**src/design/i2cm_pkg.sv**
```systemverilog
package i2cm_pkg;

    typedef logic [2:0] t_phase;

    localparam logic [1:0] OP_TICK  = 2'd0;
    localparam logic [1:0] OP_WRITE = 2'd1;
    localparam logic [1:0] OP_READ  = 2'd2;

    localparam logic [1:0] REG_CTRL = 2'd0;
    localparam logic [1:0] REG_STAT = 2'd1;
    localparam logic [1:0] REG_BUF  = 2'd2;
    localparam logic [1:0] REG_FLAG = 2'd3;

    localparam t_phase PH_IDLE    = 3'd0;
    localparam t_phase PH_START   = 3'd1;
    localparam t_phase PH_RESTART = 3'd2;
    localparam t_phase PH_STOP    = 3'd3;
    localparam t_phase PH_TX      = 3'd4;
    localparam t_phase PH_RX      = 3'd5;
    localparam t_phase PH_ACK     = 3'd6;

    localparam logic [4:0] REQ_MASK    = 5'h1F;
    localparam logic [7:0] STAT_TX     = 8'h04;
    localparam int         CTL_ACK_BIT = 5;
    localparam int         STAT_COLL   = 7;

    localparam logic [3:0] NBITS_TX  = 4'd9;
    localparam logic [3:0] NBITS_RX  = 4'd8;
    localparam logic [3:0] NBITS_ACK = 4'd1;
    localparam logic [3:0] ACK_SLOT  = 4'b1000;

    localparam logic [2:0] LEN_START   = 3'd2;
    localparam logic [2:0] LEN_RESTART = 3'd4;
    localparam logic [2:0] LEN_STOP    = 3'd3;

    localparam logic [7:0] DIV_RESET = 8'd3;

    typedef struct packed {
        logic [1:0] operation;
        logic [1:0] reg_select;
        logic [7:0] write_data;
        logic       sda_sample;
        logic       scl_sample;
    } t_item;

    typedef struct packed {
        logic [7:0] read_data;
        logic       scl_pull_low;
        logic       sda_pull_low;
        logic       done_irq;
        logic       busy_res;
    } t_result;

endpackage

```
**src/design/i2cm_if.sv**
```systemverilog
interface i2cm_in_if;
    logic       valid;
    logic       ready;
    logic [1:0] operation;
    logic [1:0] reg_select;
    logic [7:0] write_data;
    logic       sda_sample;
    logic       scl_sample;

    modport source (output valid, output operation, output reg_select, output write_data,
                    output sda_sample, output scl_sample, input ready);
    modport sink   (input valid, input operation, input reg_select, input write_data,
                    input sda_sample, input scl_sample, output ready);
endinterface

interface i2cm_out_if;
    logic       valid;
    logic       ready;
    logic [7:0] read_data;
    logic       scl_pull_low;
    logic       sda_pull_low;
    logic       done_irq;
    logic       busy_res;

    modport source (output valid, output read_data, output scl_pull_low, output sda_pull_low,
                    output done_irq, output busy_res, input ready);
    modport sink   (input valid, input read_data, input scl_pull_low, input sda_pull_low,
                    input done_irq, input busy_res, output ready);
endinterface

```
**src/design/i2cm_apb.sv**
```systemverilog
module i2cm_apb
    import i2cm_pkg::*;
(
    input  logic        i_clk,
    input  logic        i_rst_n,
    input  logic        psel,
    input  logic        penable,
    input  logic        pwrite,
    input  logic [1:0]  paddr,
    input  logic [31:0] pwdata,
    output logic [31:0] prdata,
    output logic        pready,
    output logic [7:0]  o_div
);

    logic [7:0] r_div;

    always_ff @(posedge i_clk) begin
        if (!i_rst_n) begin
            r_div <= DIV_RESET;
        end else if (psel && penable && pwrite && (paddr == 2'd0)) begin
            r_div <= pwdata[7:0];
        end
    end

    assign prdata = (paddr == 2'd0) ? {24'd0, r_div} : 32'd0;
    assign pready = 1'b1;
    assign o_div  = r_div;

endmodule

```
**src/design/i2cm_engine.sv**
```systemverilog
module i2cm_engine
    import i2cm_pkg::*;
(
    input  logic       i_clk,
    input  logic       i_rst_n,
    input  logic       i_adv,
    input  t_item      i_item,
    input  logic [7:0] i_div,
    output t_result    o_res
);

    t_phase     r_phase, n_phase;
    logic [3:0] r_bit_cnt, n_bit_cnt;
    logic [7:0] r_shift, n_shift;
    logic [7:0] r_baud, n_baud;
    logic [7:0] r_buf, n_buf;
    logic [1:0] r_quarter, n_quarter;
    logic       r_ack_status, n_ack_status;
    logic       r_ack_data, n_ack_data;
    logic       r_done, n_done;
    logic       r_coll, n_coll;
    logic       r_scl, n_scl;
    logic       r_sda, n_sda;

    logic       w_busy, w_bitwise, w_fin, w_app, w_beg;
    t_phase     w_beg_ph;
    logic [2:0] w_qn, w_len;
    logic [3:0] w_bn, w_nbits;
    logic [4:0] w_req, w_ctl;
    logic [7:0] w_rd;

    function automatic logic [1:0] f_drive(input t_phase ph, input logic [1:0] q,
                                           input logic [3:0] bc, input logic [7:0] sh,
                                           input logic ack_d, input logic [1:0] cur);
        logic [1:0] d;
        d = cur;
        unique case (ph)
            PH_START:   d = {(q >= 2'd1), 1'b1};
            PH_RESTART: d = {(q == 2'd0) || (q == 2'd3), (q >= 2'd2)};
            PH_STOP:    d = {(q == 2'd0), (q <= 2'd1)};
            PH_TX:      d = {(q < 2'd2), (bc < ACK_SLOT) ? ~sh[7] : 1'b0};
            PH_RX:      d = {(q < 2'd2), 1'b0};
            PH_ACK:     d = {(q < 2'd2), ~ack_d};
            default:    d = cur;
        endcase
        return d;
    endfunction

    assign w_busy    = (r_phase != PH_IDLE);
    assign w_bitwise = (r_phase == PH_TX) || (r_phase == PH_RX) || (r_phase == PH_ACK);
    assign w_qn      = {1'b0, r_quarter} + 3'd1;
    assign w_bn      = r_bit_cnt + 4'd1;
    assign w_nbits   = (r_phase == PH_TX) ? NBITS_TX : (r_phase == PH_RX) ? NBITS_RX : NBITS_ACK;
    assign w_len     = (r_phase == PH_START) ? LEN_START :
                       (r_phase == PH_RESTART) ? LEN_RESTART : LEN_STOP;
    assign w_req     = i_item.write_data[4:0] & REQ_MASK;

    always_comb begin
        unique case (r_phase)
            PH_START:   w_ctl = 5'h01;
            PH_RESTART: w_ctl = 5'h02;
            PH_STOP:    w_ctl = 5'h04;
            PH_RX:      w_ctl = 5'h08;
            PH_ACK:     w_ctl = 5'h10;
            default:    w_ctl = 5'h00;
        endcase
    end

    always_comb begin
        n_phase      = r_phase;
        n_bit_cnt    = r_bit_cnt;
        n_shift      = r_shift;
        n_baud       = r_baud;
        n_buf        = r_buf;
        n_quarter    = r_quarter;
        n_ack_status = r_ack_status;
        n_ack_data   = r_ack_data;
        n_done       = r_done;
        n_coll       = r_coll;
        n_scl        = r_scl;
        n_sda        = r_sda;
        w_rd         = 8'd0;
        w_fin        = 1'b0;
        w_app        = 1'b0;
        w_beg        = 1'b0;
        w_beg_ph     = PH_IDLE;

        unique case (i_item.operation)
            OP_TICK: begin
                if (w_busy && (r_scl || i_item.scl_sample)) begin
                    if (r_baud < i_div) begin
                        n_baud = r_baud + 8'd1;
                    end else begin
                        n_baud = 8'd0;
                        if (w_bitwise) begin
                            if (r_quarter == 2'd2) begin
                                if ((r_phase == PH_TX) && (r_bit_cnt == ACK_SLOT)) begin
                                    n_ack_status = i_item.sda_sample;
                                end else if (r_phase == PH_RX) begin
                                    n_shift = {r_shift[6:0], i_item.sda_sample};
                                end
                            end
                            if (r_quarter == 2'd3) begin
                                n_quarter = 2'd0;
                                if (r_phase == PH_TX) begin
                                    n_shift = {r_shift[6:0], 1'b0};
                                end
                                n_bit_cnt = w_bn;
                                if (w_bn >= w_nbits) begin
                                    w_fin = 1'b1;
                                end else begin
                                    w_app = 1'b1;
                                end
                            end else begin
                                n_quarter = w_qn[1:0];
                                w_app     = 1'b1;
                            end
                        end else begin
                            if (w_qn >= w_len) begin
                                w_fin = 1'b1;
                            end else begin
                                n_quarter = w_qn[1:0];
                                w_app     = 1'b1;
                            end
                        end
                    end
                end
            end
            OP_WRITE: begin
                unique case (i_item.reg_select)
                    REG_CTRL: begin
                        if ((w_req != 5'd0) && w_busy) begin
                            n_coll = 1'b1;
                        end else begin
                            n_ack_data = i_item.write_data[CTL_ACK_BIT];
                            w_beg      = (w_req != 5'd0);
                            if (w_req[0]) begin
                                w_beg_ph = PH_START;
                            end else if (w_req[1]) begin
                                w_beg_ph = PH_RESTART;
                            end else if (w_req[2]) begin
                                w_beg_ph = PH_STOP;
                            end else if (w_req[3]) begin
                                w_beg_ph = PH_RX;
                            end else begin
                                w_beg_ph = PH_ACK;
                            end
                        end
                    end
                    REG_STAT: n_coll = i_item.write_data[STAT_COLL];
                    REG_BUF: begin
                        if (w_busy) begin
                            n_coll = 1'b1;
                        end else begin
                            n_buf    = i_item.write_data;
                            n_shift  = i_item.write_data;
                            w_beg    = 1'b1;
                            w_beg_ph = PH_TX;
                        end
                    end
                    default: n_done = i_item.write_data[0];
                endcase
            end
            OP_READ: begin
                unique case (i_item.reg_select)
                    REG_CTRL: w_rd = {1'b0, r_ack_status, r_ack_data, w_ctl};
                    REG_STAT: w_rd = {r_coll, 6'd0, w_busy} |
                                     ((r_phase == PH_TX) ? STAT_TX : 8'h00);
                    REG_BUF:  w_rd = r_buf;
                    default:  w_rd = {7'd0, r_done};
                endcase
            end
            default: ;
        endcase

        if (w_beg) begin
            n_phase   = w_beg_ph;
            n_bit_cnt = 4'd0;
            n_quarter = 2'd0;
            n_baud    = 8'd0;
            if (w_beg_ph == PH_RX) begin
                n_shift = 8'd0;
            end
            w_app = 1'b1;
        end

        if (w_fin) begin
            if (r_phase == PH_STOP) begin
                n_scl = 1'b0;
                n_sda = 1'b0;
            end else if (w_bitwise) begin
                if (r_phase == PH_RX) begin
                    n_buf = n_shift;
                end
                n_scl = 1'b1;
                n_sda = 1'b0;
            end
            n_phase   = PH_IDLE;
            n_bit_cnt = 4'd0;
            n_quarter = 2'd0;
            n_baud    = 8'd0;
            n_done    = 1'b1;
        end

        if (w_app) begin
            {n_scl, n_sda} = f_drive(n_phase, n_quarter, n_bit_cnt, n_shift, n_ack_data,
                                     {n_scl, n_sda});
        end
    end

    always_ff @(posedge i_clk) begin
        if (!i_rst_n) begin
            r_phase      <= PH_IDLE;
            r_bit_cnt    <= 4'd0;
            r_shift      <= 8'd0;
            r_baud       <= 8'd0;
            r_buf        <= 8'd0;
            r_quarter    <= 2'd0;
            r_ack_status <= 1'b0;
            r_ack_data   <= 1'b0;
            r_done       <= 1'b0;
            r_coll       <= 1'b0;
            r_scl        <= 1'b0;
            r_sda        <= 1'b0;
        end else if (i_adv) begin
            r_phase      <= n_phase;
            r_bit_cnt    <= n_bit_cnt;
            r_shift      <= n_shift;
            r_baud       <= n_baud;
            r_buf        <= n_buf;
            r_quarter    <= n_quarter;
            r_ack_status <= n_ack_status;
            r_ack_data   <= n_ack_data;
            r_done       <= n_done;
            r_coll       <= n_coll;
            r_scl        <= n_scl;
            r_sda        <= n_sda;
        end
    end

    assign o_res.read_data    = w_rd;
    assign o_res.scl_pull_low = n_scl;
    assign o_res.sda_pull_low = n_sda;
    assign o_res.done_irq     = n_done;
    assign o_res.busy_res     = (n_phase != PH_IDLE);

`ifndef ASSERT_OFF
    a_buf_starts_tx: assert property (@(posedge i_clk) disable iff (!i_rst_n)
        (i_adv && (i_item.operation == OP_WRITE) && (i_item.reg_select == REG_BUF) &&
         (r_phase == PH_IDLE)) |=> (r_phase == PH_TX))
        else $error("buffer write while idle did not start a transmit");

    a_done_on_finish: assert property (@(posedge i_clk) disable iff (!i_rst_n)
        (r_phase != PH_IDLE) ##1 (r_phase == PH_IDLE) |-> r_done)
        else $error("sequence ended without setting the done flag");

    a_idle_counters: assert property (@(posedge i_clk) disable iff (!i_rst_n)
        (r_phase == PH_IDLE) |-> ((r_baud == 8'd0) && (r_quarter == 2'd0) &&
                                  (r_bit_cnt == 4'd0)))
        else $error("counters not cleared while idle");

    a_tx_bit_range: assert property (@(posedge i_clk) disable iff (!i_rst_n)
        (r_phase == PH_TX) |-> (r_bit_cnt <= ACK_SLOT))
        else $error("transmit bit counter past the ack slot");

    a_hold_no_adv: assert property (@(posedge i_clk) disable iff (!i_rst_n)
        !i_adv |=> ($stable(r_phase) && $stable(r_baud) && $stable(r_scl) && $stable(r_sda)))
        else $error("bus state moved without a transaction");
`endif

endmodule

```
**src/design/i2c_master_controller.sv**
```systemverilog
// channel   dir  handshake      payload
// i_item    in   valid/ready    operation, reg_select, write_data, sda_sample, scl_sample
// o_res     out  valid/ready    read_data, scl_pull_low, sda_pull_low, done_irq, busy_res
// apb       in   psel/penable   register 0 clock_divider at byte address 0
//
// one transaction per cycle sustained while the result side keeps taking results; an accepted
// item goes into the input register, then through the bus step into the result register,
// from which it is offered as the result
// a stalled result holds the input register; the input side takes one more item only if it is empty
// synchronous active-low reset clears bus state, flags and pins; divider returns to 3
module i2c_master_controller
    import i2cm_pkg::*;
(
    input  logic              i_clk,
    input  logic              i_rst_n,
    i2cm_in_if.sink           i_item,
    i2cm_out_if.source        o_res,
    input  logic              psel,
    input  logic              penable,
    input  logic              pwrite,
    input  logic [1:0]        paddr,
    input  logic [31:0]       pwdata,
    output logic [31:0]       prdata,
    output logic              pready
);

    logic       r_in_valid;
    t_item      r_in;
    logic       r_out_valid;
    t_result    r_out;
    logic       w_adv;
    logic       w_in_acc;
    logic [7:0] w_div;
    t_result    w_res;

    i2cm_apb u_apb (
        .i_clk   (i_clk),
        .i_rst_n (i_rst_n),
        .psel    (psel),
        .penable (penable),
        .pwrite  (pwrite),
        .paddr   (paddr),
        .pwdata  (pwdata),
        .prdata  (prdata),
        .pready  (pready),
        .o_div   (w_div)
    );

    i2cm_engine u_engine (
        .i_clk   (i_clk),
        .i_rst_n (i_rst_n),
        .i_adv   (w_adv),
        .i_item  (r_in),
        .i_div   (w_div),
        .o_res   (w_res)
    );

    assign w_adv        = r_in_valid && (!r_out_valid || o_res.ready);
    assign i_item.ready = !r_in_valid || w_adv;
    assign w_in_acc     = i_item.valid && i_item.ready;

    always_ff @(posedge i_clk) begin
        if (!i_rst_n) begin
            r_in_valid <= 1'b0;
        end else if (w_in_acc) begin
            r_in_valid <= 1'b1;
        end else if (w_adv) begin
            r_in_valid <= 1'b0;
        end
    end

    always_ff @(posedge i_clk) begin
        if (w_in_acc) begin
            r_in.operation  <= i_item.operation;
            r_in.reg_select <= i_item.reg_select;
            r_in.write_data <= i_item.write_data;
            r_in.sda_sample <= i_item.sda_sample;
            r_in.scl_sample <= i_item.scl_sample;
        end
    end

    always_ff @(posedge i_clk) begin
        if (!i_rst_n) begin
            r_out_valid <= 1'b0;
        end else if (w_adv) begin
            r_out_valid <= 1'b1;
        end else if (o_res.ready) begin
            r_out_valid <= 1'b0;
        end
    end

    always_ff @(posedge i_clk) begin
        if (w_adv) begin
            r_out <= w_res;
        end
    end

    assign o_res.valid        = r_out_valid;
    assign o_res.read_data    = r_out.read_data;
    assign o_res.scl_pull_low = r_out.scl_pull_low;
    assign o_res.sda_pull_low = r_out.sda_pull_low;
    assign o_res.done_irq     = r_out.done_irq;
    assign o_res.busy_res     = r_out.busy_res;

endmodule

```
**src/flat_wrapper.sv**
```systemverilog
// flat-port wrapper written by rule: the top's interface ports become plain ports
module i2c_master_controller_flat import i2cm_pkg::*;
  (i_clk, i_rst_n, psel, penable, pwrite, paddr, pwdata, prdata, pready, i_item_valid, i_item_operation, i_item_reg_select, i_item_write_data, i_item_sda_sample, i_item_scl_sample, i_item_ready, o_res_valid, o_res_read_data, o_res_scl_pull_low, o_res_sda_pull_low, o_res_done_irq, o_res_busy_res, o_res_ready);
  i2cm_in_if i_item_i ();
  i2cm_out_if o_res_i ();
  input  logic i_clk;
  input  logic i_rst_n;
  input  logic psel;
  input  logic penable;
  input  logic pwrite;
  input  logic [1:0] paddr;
  input  logic [31:0] pwdata;
  output logic [31:0] prdata;
  output logic pready;
  input wire logic [$bits(i_item_i.valid)-1:0] i_item_valid;
  input wire logic [$bits(i_item_i.operation)-1:0] i_item_operation;
  input wire logic [$bits(i_item_i.reg_select)-1:0] i_item_reg_select;
  input wire logic [$bits(i_item_i.write_data)-1:0] i_item_write_data;
  input wire logic [$bits(i_item_i.sda_sample)-1:0] i_item_sda_sample;
  input wire logic [$bits(i_item_i.scl_sample)-1:0] i_item_scl_sample;
  output wire logic [$bits(i_item_i.ready)-1:0] i_item_ready;
  output wire logic [$bits(o_res_i.valid)-1:0] o_res_valid;
  output wire logic [$bits(o_res_i.read_data)-1:0] o_res_read_data;
  output wire logic [$bits(o_res_i.scl_pull_low)-1:0] o_res_scl_pull_low;
  output wire logic [$bits(o_res_i.sda_pull_low)-1:0] o_res_sda_pull_low;
  output wire logic [$bits(o_res_i.done_irq)-1:0] o_res_done_irq;
  output wire logic [$bits(o_res_i.busy_res)-1:0] o_res_busy_res;
  input wire logic [$bits(o_res_i.ready)-1:0] o_res_ready;
  assign i_item_i.valid = i_item_valid;
  assign i_item_i.operation = i_item_operation;
  assign i_item_i.reg_select = i_item_reg_select;
  assign i_item_i.write_data = i_item_write_data;
  assign i_item_i.sda_sample = i_item_sda_sample;
  assign i_item_i.scl_sample = i_item_scl_sample;
  assign i_item_ready = i_item_i.ready;
  assign o_res_valid = o_res_i.valid;
  assign o_res_read_data = o_res_i.read_data;
  assign o_res_scl_pull_low = o_res_i.scl_pull_low;
  assign o_res_sda_pull_low = o_res_i.sda_pull_low;
  assign o_res_done_irq = o_res_i.done_irq;
  assign o_res_busy_res = o_res_i.busy_res;
  assign o_res_i.ready = o_res_ready;
  i2c_master_controller u_core (.i_clk(i_clk), .i_rst_n(i_rst_n), .i_item(i_item_i), .o_res(o_res_i), .psel(psel), .penable(penable), .pwrite(pwrite), .paddr(paddr), .pwdata(pwdata), .prdata(prdata), .pready(pready));
endmodule
```
**config.mk**
```make
export PLATFORM = sky130hd
export DESIGN_NAME = i2c_master_controller_flat
export DESIGN_NICKNAME = d
export VERILOG_FILES = /design/src/design/i2cm_pkg.sv /design/src/design/i2cm_if.sv /design/src/design/i2cm_apb.sv /design/src/design/i2cm_engine.sv /design/src/design/i2c_master_controller.sv /design/src/flat_wrapper.sv
export SDC_FILE = /design/constraint.sdc
export NUM_CORES = 1
export LEC_CHECK = 0
export BUFFER_PORTS_ARGS = -buffer_cell sky130_fd_sc_hd__buf_2
export CAP_MARGIN = 30
export CORE_MARGIN = 2
export CORE_UTILIZATION = 55
export CTS_CLUSTER_DIAMETER = 50
export DETAILED_ROUTE_END_ITERATION = 10
export HOLD_SLACK_MARGIN = 0.02
export PLACE_DENSITY = 0.77
export SLEW_MARGIN = 0
export SYNTH_ARGS = -nofsm -noshare
export SYNTH_HDL_FRONTEND = slang
export SYNTH_HIERARCHICAL = 1
export SYNTH_SLANG_ARGS = --single-unit
```
**constraint.sdc**
```tcl
create_clock -name i_clk -period 4.2 [get_ports i_clk]
set_input_delay 0.63 -clock i_clk [delete_from_list [all_inputs] [get_ports i_clk]]
set_output_delay 0.63 -clock i_clk [all_outputs]
set_load 0.02 [all_outputs]
```
==> impl_metrics.toml <==
[timing]
min_period_over_period_pct = 87.9
whs_ns = 0.448
skew_ns = 0.0104
final_max_slew_viol_count = 0
period_needed_ns = 3.69
tightestPinTransition_ns = 0.813
rsz0062_at_grt = "no"
relSlewSlack_pct = 44.4
hold_viol_final = 0
finalSetupViolations = 0
fin_setup_tns_ns = 0
max_freq_mhz = 271

[floorplan]
die_area_mm2 = 0.00908
ios = 102
fp.coreArea_mm2 = 0.00813
die_width_um = 95.3
die_h_um = 95.3
start_util_pct = 56.3
rows = 33

[drt]
route.vias.total = 3900
drt_wl_total_um = 10100
firstDrtPassIters = 5
drc_errors = 0
wl_per_cell_um = 15.3
postRouteAntennaNets = 0
drt_iter0_drc = 353
routed_via_density = 5.91

[global_route]
grt-ovfl-total = 0
grt_pass1_wl_um = 16400
grt_pass1_vias = 3408
grt_usage_pct = 23.3
antenna_found_initial = 0
grt_max_degree = 37

[cts]
clk_pin_slew_worst_paths_ns = 0.08
post_cts_buffers = 0
cts_buffer_depth = 2
ctsHoldBuffers = 0
insertion_delay_ns = 0.36
clkSinkCount = 75
numCtsBuffers = 9
cts_resized = 0
cts_tree = "yes"
h-tree-depth = 3
root_buffer = "clkbuf_8"

[worst_setup_path]
cpMaxStageDelayCell = "dfxtp_1"
cp.required_ns = 4.31
path_delay_family = "simple AND/OR/NAND/NOR gates"
reg2reg_depth = 11
start_kind = "flop"
slowest_delay_ns = 0.64
cp-startpoint = "u_core/u_engine/r_phase[0]$_SDFFE_PN0P_"
cp_cell_sequence = "or3_1, o21ai_1, or3_1, a221o_1, mux2i_1, nor3_1, inv_1, ha_1, or3_2, a211oi_2, nor2_1"
cp_num_buf_inv = 1
worst_r2r_startpoint = "u_core/u_engine/r_phase[0]$_SDFFE_PN0P_"
cp.arrival_ns = 3.80
r2r_end = "u_core/o_res.sda_pull_low$_DFFE_PP_"
crit_path_end_kind = "flop"
crit_type = "flop to flop"
crit_end = "u_core/o_res.sda_pull_low$_DFFE_PP_"
cp.depth = 11
cp_max_fo = 12
r2r_slack_ns = 0.51
cpMostUsedCell = "or3_1"

[synth]
synth.most_common_cell = "dfxtp_1"
seq_area_frac_synth_pct = 38.4
synth_top_area_cell = "dfxtp_1"
synth_top_area_share_pct = 21.4
async_flop_share_pct = 0
synth_top_flop_cell = "dfxtp_1"
synth_warnings = 6
synth_cell_type_count = 84
netlist_area_mm2 = 0.00458
synth.top_cells.by_count = "dfxtp_1 (49), nor2_1 (46), nand2_1 (41)"
syn_inst = 502
synth_edf_count = 26
syn_avg_cell_area_um2 = 9.13
ys_ff_latch = 75
synth_area_leaders = "dfxtp_1 (21%), edfxtp_1 (17%), buf_4 (5.7%)"

[cells_and_area]
drive_gt1_share_pct = 18.6
stdcell_count = 660
diodes = 0
syn2layout_area_growth_pct = 9.01
post-route-util_pct = 61.4
nets = 626

[placement]
portBuffers = 52
placed_cells = 644
hpwl_um = 7450
place.gp.congestion = 0.964

[power_and_ir_drop]
p_seq_share_pct = 53.1
power_switching_mw = 0.397
switching_share_pct = 26.5
powerDensity_mw_per_mm2 = 300
leakage_nw = 1.96
p_comb_share_pct = 10.3
clock_power_share_pct = 36.6
p_int_mw = 1.10
vdd_drop_max_mv = 0.208

[flow_run]
maxCapViolCount = 0

[status]
status = "complete, no violations"

[worst_hold_path]
min_path_type = "input port to flop"
[registers in the layout (all words and copies together), names as in the netlist]
name / cells
u_core/u_engine/r_ack_status: 1
u_core/u_engine/r_sda: 1
u_core/u_engine/r_scl: 1
u_core/o_res.done_irq: 1
u_core/r_in: 14
u_core/u_engine/r_done: 1
u_core/o_res.busy_res: 1
u_core/u_engine/r_ack_data: 1
u_core/o_res.read_data: 8
u_core/u_engine/r_coll: 1
u_core/r_in_valid: 1
u_core/u_engine/r_bit_cnt: 4
u_core/u_apb/o_div: 8
u_core/u_engine/r_baud: 8
u_core/u_engine/r_quarter: 2
u_core/u_engine/r_buf: 8
u_core/o_res.sda_pull_low: 1
u_core/o_res.valid: 1
u_core/o_res.scl_pull_low: 1
u_core/u_engine/r_shift: 8
u_core/u_engine/r_phase: 3
[cells by family after synthesis]
logic type,share of synthesized area (%)
other cells,0.164
simple gates,20.7
buf+inv,9.36
compound gates,19.5
fa+ha+maj,5.73
xor+xnor,1.15
mux,4.97
flops,38.4
[worst register-to-register path: stages (launching register included)]
cell      delay [ns]
dfxtp_1         0.64
or3_1           0.38
o21ai_1         0.19
or3_1           0.46
a221o_1         0.32
mux2i_1         0.12
nor3_1          0.22
inv_1           0.13
ha_1            0.21
or3_2           0.48
a211oi_2        0.23
nor2_1          0.08
[worst min-delay path by stage]
| stage | from | to | slack, ns | cells past startpoint |
|---|---|---|---|---|
| final | i_item_reg_select[1] | u_core/r_in[11]$_DFFE_PP_ | 0.45 | 1 |
| after global routing | i_item_write_data[6] | u_core/r_in[8]$_DFFE_PP_ | 0.43 | 1 |
| after CTS | i_item_reg_select[1] | u_core/r_in[11]$_DFFE_PP_ | 0.43 | 1 |
| after detailed placement | u_core/u_apb/o_div[2]$_SDFFE_PN0P_ | u_core/u_apb/o_div[2]$_SDFFE_PN0P_ | 0.47 | 2 |
| after global placement | u_core/u_apb/o_div[6]$_SDFFE_PN0P_ | u_core/u_apb/o_div[6]$_SDFFE_PN0P_ | 0.45 | 2 |
| after floorplan | u_core/u_apb/o_div[2]$_SDFFE_PN0P_ | u_core/u_apb/o_div[2]$_SDFFE_PN0P_ | 0.44 | 2 |
[cells in the final DEF, fill, tap and decap left out, types with 3 or more instances in the layout]
cell type,Yosys,routed
clkbuf_8,0,9
and2_1,9,9
conb_1,2,25
o21ai_0,14,14
ha_1,21,21
nor2b_1,6,5
dfxtp_1,49,49
inv_1,21,21
a31oi_1,4,4
o31ai_1,3,3
a21boi_1,3,3
mux2i_1,19,19
nor2_1,46,46
a21oi_1,35,35
nand3_1,15,15
nand2_1,41,41
o211ai_1,5,5
o221ai_1,9,9
or2_2,3,3
buf_4,35,10
nor3b_1,3,3
nor3_1,19,19
xor2_1,4,4
buf_2,4,52
or3_1,7,7
edfxtp_1,26,26
nand2b_1,7,7
a211oi_1,5,5
nand4_1,4,4
a222oi_1,3,3
o21ai_1,6,6
and3_1,5,5
[layout make-up]
| type | instances | area (um^2) |
|---|---|---|
| Clock buffer | 10 | 128 |
| Clock inverter | 6 | 65.1 |
| Tap cell | 105 | 131 |
| Fill cell | 732 | 3140 |
| Timing Repair Buffer | 62 | 335 |
| Inverter | 25 | 93.8 |
| Sequential cell | 75 | 1760 |
| Multi-Input combinational cell | 377 | 2480 |
[through the flow]
step | power [mW] | area (um^2) | worst slack (ns)
floorplan | 0.937 | 4670 | 0.447
global placement | 0.960 | 4800 | 0.573
detailed placement | 0.964 | 4800 | 0.554
CTS | 1.51 | 5000 | 0.529
global route | 1.56 | 5000 | 0.255
finish | 1.50 | 5000 | 0.508
[power groups by stage]
stage / sequential, mW / combinational (mW) / clock [mW]
6_report: 0.795 / 0.154 / 0.549
5_1_grt: 0.798 / 0.169 / 0.589
4_1_cts: 0.794 / 0.153 / 0.564
3_5_place_dp: 0.811 / 0.153 / 0
3_3_place_gp: 0.810 / 0.150 / 0
2_1_floorplan: 0.808 / 0.129 / 0
[routing by layer]
layer | share of wire [%] | global-route usage (%) | vias to the layer above | routed length (um)
met5 | 0 | 0 | - | 0
met4 | 1.8 | 10.3 | 0 | 182
met3 | 7.2 | 4.66 | 18 | 725
met2 | 45 | 35.5 | 194 | 4590
met1 | 46 | 32.2 | 1820 | 4620
li1 | - | - | 1868 | -
No activity file was read; power rests on OpenSTA's default activity.
